===== config.mk =====
export PLATFORM = sky130hd
export DESIGN_NAME = tsbb_controller
export DESIGN_NICKNAME = d
export VERILOG_FILES = /design/src/tsbb_pkg.sv /design/src/tsbb_controller.sv
export SDC_FILE = /design/constraint.sdc
export NUM_CORES = 1
export LEC_CHECK = 0
export ABC_CLOCK_PERIOD_IN_PS = 1700
export BUFFER_PORTS_ARGS = -buffer_cell sky130_fd_sc_hd__buf_2
export CAP_MARGIN = 20
export CELL_PAD_IN_SITES_DETAIL_PLACEMENT = 0
export CELL_PAD_IN_SITES_GLOBAL_PLACEMENT = 1
export CORE_MARGIN = 4
export CORE_UTILIZATION = 36
export DETAILED_ROUTE_END_ITERATION = 16
export HOLD_SLACK_MARGIN = 0.15
export MAX_ROUTING_LAYER = met4
export PLACE_DENSITY_LB_ADDON = 0.15
export SLEW_MARGIN = 20
export SYNTH_ARGS = -nofsm -noshare
export SYNTH_HDL_FRONTEND = slang
export SYNTH_SLANG_ARGS = --single-unit

===== constraint.sdc =====
create_clock -name clock -period 1.7 [get_ports clock]
set_input_delay 0.34 -clock clock [delete_from_list [all_inputs] [get_ports clock]]
set_output_delay 0.34 -clock clock [all_outputs]
set_load 0.03 [all_outputs]

===== src/tsbb_pkg.sv =====
// Shared types, codes and constants of the TCP send byte buffer.
// No dependencies; compiled before every other file of the block.
`timescale 1ns / 1ps

package tsbb_pkg;

   localparam int RING_BYTES_DEFAULT = 65536;
   localparam int MAX_FETCH_DEFAULT  = 64;

   localparam int SEQ_W       = 32;
   localparam int CNT_W       = 17;
   localparam int LEN_W       = 7;
   localparam int REQ_W       = 2;
   localparam int STATUS_W    = 3;
   localparam int BYTE_W      = 8;
   localparam int CSR_DATA_W  = 32;
   localparam int CSR_INDEX_W = 1;

   localparam logic [CNT_W-1:0] MAX_BUFFER_RESET = 17'd32768;

   // Request codes
   localparam logic [REQ_W-1:0] REQ_APPEND = 2'd0;
   localparam logic [REQ_W-1:0] REQ_FETCH  = 2'd1;
   localparam logic [REQ_W-1:0] REQ_ACK    = 2'd2;

   // Status codes
   localparam logic [STATUS_W-1:0] STATUS_OK    = 3'd0;
   localparam logic [STATUS_W-1:0] STATUS_EMPTY = 3'd1;
   localparam logic [STATUS_W-1:0] STATUS_FULL  = 3'd2;
   localparam logic [STATUS_W-1:0] STATUS_STALE = 3'd3;
   localparam logic [STATUS_W-1:0] STATUS_GAP   = 3'd4;

   // Register indexes
   localparam logic [CSR_INDEX_W-1:0] CSR_MAX_BUFFER = 1'b0;
   localparam logic [CSR_INDEX_W-1:0] CSR_START_SEQ  = 1'b1;

   typedef struct packed {
      logic [REQ_W-1:0]  req_type;
      logic [BYTE_W-1:0] data_byte;
      logic [SEQ_W-1:0]  seq_number;
      logic [LEN_W-1:0]  fetch_length;
   } req_payload_type;

   typedef struct packed {
      logic [BYTE_W-1:0]   out_byte;
      logic                byte_valid;
      logic                last_of_run;
      logic [STATUS_W-1:0] status;
      logic [CNT_W-1:0]    free_space;
      logic [SEQ_W-1:0]    head_seq_out;
      logic [CNT_W-1:0]    unsent_count;
   } rsp_payload_type;

   // Controller to datapath
   typedef struct packed {
      logic accept;
      logic load_step;
      logic load_byte;
      logic rd_issue;
      logic last;
   } dp_cmd_type;

   // Datapath to controller
   typedef struct packed {
      logic             fetch_run;
      logic [LEN_W-1:0] run_len;
   } dp_status_type;

endpackage


===== src/tsbb_controller.sv =====
// Controller: request handshake, fetch sequencing and response valid.
// Depends on tsbb_pkg; steers tsbb_datapath through dp_cmd_type.
`timescale 1ns / 1ps

module tsbb_controller #(
   parameter int MAX_FETCH = tsbb_pkg::MAX_FETCH_DEFAULT
) (
   input  logic                    clock,
   input  logic                    reset,
   input  logic                    req_valid,
   output logic                    req_ready,
   output logic                    rsp_valid,
   input  logic                    rsp_ready,
   input  tsbb_pkg::dp_status_type stat,
   output tsbb_pkg::dp_cmd_type    cmd
);
   import tsbb_pkg::*;

   localparam int FW = $clog2(MAX_FETCH + 1);

   typedef enum logic {ST_IDLE, ST_FETCH} state_type;

   state_type       state_ff, state_in;
   logic            rsp_valid_ff, rsp_valid_in;
   logic            pend_ff, pend_in;
   logic [FW-1:0]   rd_left_ff, rd_left_in;
   logic [FW-1:0]   deliv_ff, deliv_in;
   logic            out_free;

   always_comb begin
      out_free     = !rsp_valid_ff || rsp_ready;
      state_in     = state_ff;
      pend_in      = pend_ff;
      rd_left_in   = rd_left_ff;
      deliv_in     = deliv_ff;
      cmd          = '0;
      req_ready    = 1'b0;
      unique case (state_ff)
         ST_IDLE: begin
            req_ready  = out_free;
            cmd.accept = req_valid && out_free;
            if (cmd.accept) begin
               if (stat.fetch_run) begin
                  state_in   = ST_FETCH;
                  rd_left_in = stat.run_len[FW-1:0];
                  deliv_in   = stat.run_len[FW-1:0];
                  pend_in    = 1'b0;
               end else begin
                  cmd.load_step = 1'b1;
               end
            end
         end
         ST_FETCH: begin
            cmd.load_byte = pend_ff && out_free;
            cmd.last      = deliv_ff == FW'(1);
            cmd.rd_issue  = (rd_left_ff != '0) && (!pend_ff || cmd.load_byte);
            if (cmd.rd_issue) begin
               rd_left_in = rd_left_ff - 1'b1;
               pend_in    = 1'b1;
            end else if (cmd.load_byte) begin
               pend_in = 1'b0;
            end
            if (cmd.load_byte) begin
               deliv_in = deliv_ff - 1'b1;
               if (cmd.last) state_in = ST_IDLE;
            end
         end
      endcase
      if (cmd.load_step || cmd.load_byte) rsp_valid_in = 1'b1;
      else if (rsp_ready)                  rsp_valid_in = 1'b0;
      else                                 rsp_valid_in = rsp_valid_ff;
   end

   always_ff @(posedge clock) begin
      if (reset) begin
         state_ff     <= ST_IDLE;
         rsp_valid_ff <= 1'b0;
         pend_ff      <= 1'b0;
         rd_left_ff   <= '0;
         deliv_ff     <= '0;
      end else begin
         state_ff     <= state_in;
         rsp_valid_ff <= rsp_valid_in;
         pend_ff      <= pend_in;
         rd_left_ff   <= rd_left_in;
         deliv_ff     <= deliv_in;
      end
   end

   assign rsp_valid = rsp_valid_ff;

endmodule


==> results.sh <==
export IMPL_status="finished with violations"
export IMPL_violations="setup timing"
export IMPL_grtUsageMet1_pct=19.81
export IMPL_synth_largest_area_cell="dfxtp_1"
export IMPL_coreArea_um2=3053
export IMPL_worstSetupEndpointType="primary output"
export IMPL_fin_ws_ns=-0.1904
export IMPL_synth_top_area_share_pct=29.41
export IMPL_synth_fp_nets=160
export IMPL_fill_cells=314
export IMPL_leakagePower_nw=0.5757
export IMPL_route_detailed_drc=0
export IMPL_critPathMaxFanout=2
export IMPL_num_antenna_cells=0
export IMPL_io_buffer_count=18
export IMPL_r2r_start="rd_left_ff[1]"
export IMPL_worstMarginPinSlew_ns=0.5199
export IMPL_setup_viol=6
export IMPL_busiest_layer="met2"
export IMPL_start_util_pct=37.91
export IMPL_cp_cell_sequence="inv_2 -> ha_4 -> nor3b_4 -> a221o_4 -> clkinv_4 -> buf_6"
export IMPL_final_cells=217
export IMPL_overflow=0
export IMPL_slowest_delay_ns=0.40
export IMPL_crit_type="flip-flop to primary output"
export IMPL_dp_cells=209
export IMPL_cp_slowest_cell="a221o_4"
export IMPL_yosys_most_used_dff="dfxtp_1"
export IMPL_worstSetupStartpointType="flip-flop"
export IMPL_antenna_found_initial=0
export IMPL_drive_gt1_share_pct=41.04
export IMPL_syn_avg_cell_area_um2=8.037
export IMPL_grt_pass1_vias=1059
export IMPL_async_flop_share_pct=0
export IMPL_grt_use_total_pct=15.41
export IMPL_avgViaCountPerCell=5.419
export IMPL_synthesis_instances=144
export IMPL_clk_latency_ns=0.30
export IMPL_holdPathStages=3
export IMPL_ant_nets=0
export IMPL_rows=20
export IMPL_cts_buffers=3
export IMPL_relSlewSlack_pct=65.11
export IMPL_max_clock_freq_mhz=529.0
export IMPL_cts_buffer_depth=2
export IMPL_drt_wirelength_per_cell_um=14.28
export IMPL_synth_area_um2=1157
export IMPL_seq_area_frac_synth_pct=29.41
export IMPL_synth_seq_cells=17
export IMPL_path_delay_family="compound AO/OA/AOI/OAI gates"
export IMPL_min_path_type="input pin to flip-flop"
export IMPL_worstHoldEndpoint="state_ff"
export IMPL_dieArea_um2=4186
export IMPL_hold_viol=0
export IMPL_dr_pass1_iters=4
export IMPL_use_met2_pct=24.27
export IMPL_cts_max_level=1
export IMPL_r2r_cells=10
export IMPL_drt_initial_drc_count=61
export IMPL_die_w_um=64.70
export IMPL_holdWs_ns=0.3615
export IMPL_min_period_ns=1.890
export IMPL_nets=190
export IMPL_cts_root_buf="clkbuf_4"
export IMPL_critPathArrivalTime_ns=1.55
export IMPL_clk_pin_slew_ns=0.11
export IMPL_drv_cap=0
export IMPL_area_growth_pct=30.16
export IMPL_cts_tree="yes"
export IMPL_synth_edff_count=0
export IMPL_gp_congestion=0.8235
export IMPL_hold_path_startpoint="req_valid"
export IMPL_grt_max_degree=19
export IMPL_power_density_nw_per_um2=763.8
export IMPL_r2r_end="rd_left_ff[4]"
export IMPL_pin_count=19
export IMPL_fin_crit_sh_pct=111.2
export IMPL_slew_violations=0
export IMPL_yosysWarnings=0
export IMPL_yosysUniqueCellTypes=45
export IMPL_ir_worst_vdd_mv=0.2730
export IMPL_die_h_um=64.70
export IMPL_holdBufCountCts=0
export IMPL_fin_worst_skew_ns=0.005264
export IMPL_crit_buf_inv=3
export IMPL_rsz0062_at_grt="true"
export IMPL_vias=1176
export IMPL_grt_use_met3_pct=2.946
export IMPL_synth_area_leaders="dfxtp_1 29%, a21oi_1 6.1%, nor2_1 4.5%"
export IMPL_ff2ff_setup_slack_ns=-0.04
export IMPL_worstPathRequired_ns=1.36
export IMPL_cts_sinks=17
export IMPL_hpwl_um=2273
export IMPL_wl_um=3098
export IMPL_grt_first_pass_wirelength_um=4954
registers in the layout, summed over array words and instances, names as in the netlist:
name / flops
deliv_ff: 7
rd_left_ff: 7
pend_ff: 1
rsp_valid: 1
state_ff: 1
logic make-up (layout without fill, tap and decap cells):
kind of cell    Yosys count  after routing  synth area share, %
fa+ha+maj                 4              4                4.324
flops                    17             17                29.41
simple gates             57             57                26.60
buf+inv                  16             45                6.703
compound gates           50             50                32.98
worst max path at each step:
| stage | startpoint | to | slack [ns] | depth (start not counted) |
|---|---|---|---|---|
| 6_report | rd_left_ff[1] | cmd[1] | -0.19 | 6 |
| 5_1_grt | rd_left_ff[0] | cmd[1] | -0.26 | 6 |
| 4_1_cts | rd_left_ff[0] | cmd[1] | -0.23 | 6 |
| 3_5_place_dp | rd_left_ff[1] | rd_left_ff[1] | -0.01 | 7 |
| 3_3_place_gp | rd_left_ff[0] | rd_left_ff[1] | 0.03 | 7 |
| 2_1_floorplan | state_ff | cmd[3] | -0.02 | 4 |
repair_timing:
action / CTS / global route
pin swaps: 4 / 8
buffers inserted: 2 / 4
setup endpoints to repair: 7 / 10
gates resized for setup: 11 / 23
gates cloned: 0 / 0
worst reg2reg max path, stage by stage (launching register included):
cell	delay (ns)
dfxtp_2	0.35
inv_2	0.05
ha_4	0.14
nor3b_4	0.14
a221o_4	0.40
clkinv_4	0.06
buf_4	0.09
buf_6	0.10
buf_6	0.11
nor2_4	0.05
o32ai_2	0.18
layer usage:
layer  wire length (um)  vias to the layer above  part of all wire [%]
met5                  0                        -                     0
met1               1482                      552                    48
met3                168                        4                   5.4
met2               1414                       33                    46
li1                   -                      587                     -
met4                 33                        0                   1.1
synthesized netlist by cell type (2+ instances only):
cell type and number:
a211oi_2 3, a21oi_1 14, a221oi_2 2, a311oi_1 2
a31o_1 2, a31oi_1 5, and2_1 2, buf_2 4
buf_4 2, clkbuf_1 2, dfxtp_1 17, ha_1 4
inv_1 7, nand2_1 13, nand2b_1 4, nor2_1 14
nor2b_1 6, nor3_1 4, nor3b_1 2, o21ai_0 4
o21ai_1 3, o22ai_1 4, o32ai_2 2
per-stage QoR:
| stage | power (mW) | util, % | setup TNS [ns] | worst slack [ns] | instance area [um2] |
|---|---|---|---|---|---|
| final | 1.151 | 49.34 | -0.3276 | -0.1904 | 1506 |
| after global routing | 1.224 | 49.34 | -0.9441 | -0.2597 | 1506 |
| after CTS | 1.120 | 46.60 | -0.2296 | -0.2296 | 1423 |
| after detailed placement | 0.8678 | 44.26 | -0.01104 | -0.009510 | 1351 |
| after global placement | 0.8682 | 44.26 | 0 | 0.03204 | 1351 |
| after floorplan | 0.7505 | - | -0.02393 | -0.02393 | 1170 |
where the power goes:
| group | internal [mW] | switching [mW] | total, mW |
|---|---|---|---|
| registers | 0.435 | 0.0404 | 0.475 |
| logic | 0.203 | 0.240 | 0.443 |
| clock network | 0.0914 | 0.141 | 0.232 |
placed cells by master, fill, tap and decap left out, types with 4 or more instances in the layout:
cell and instances:
a21oi_1 13, buf_4 13, o21ai_0 4, dfxtp_1 12
nand2_1 12, nor2_1 14, clkbuf_4 4, buf_2 14
nor2b_1 4, inv_1 4, buf_6 5, a31oi_1 5
final cells by class:
class                   instances  area (um2)  area share [%]
clock buffers                   4       26.28           1.744
inverters                       8       35.03           2.326
multi-input cells             111       807.0           53.57
flip-flops and latches         17       351.6           23.34
well taps                      44       55.05           3.654
repair buffers                 33       231.5           15.37
Note: power is estimated with default switching activity, not from simulation.
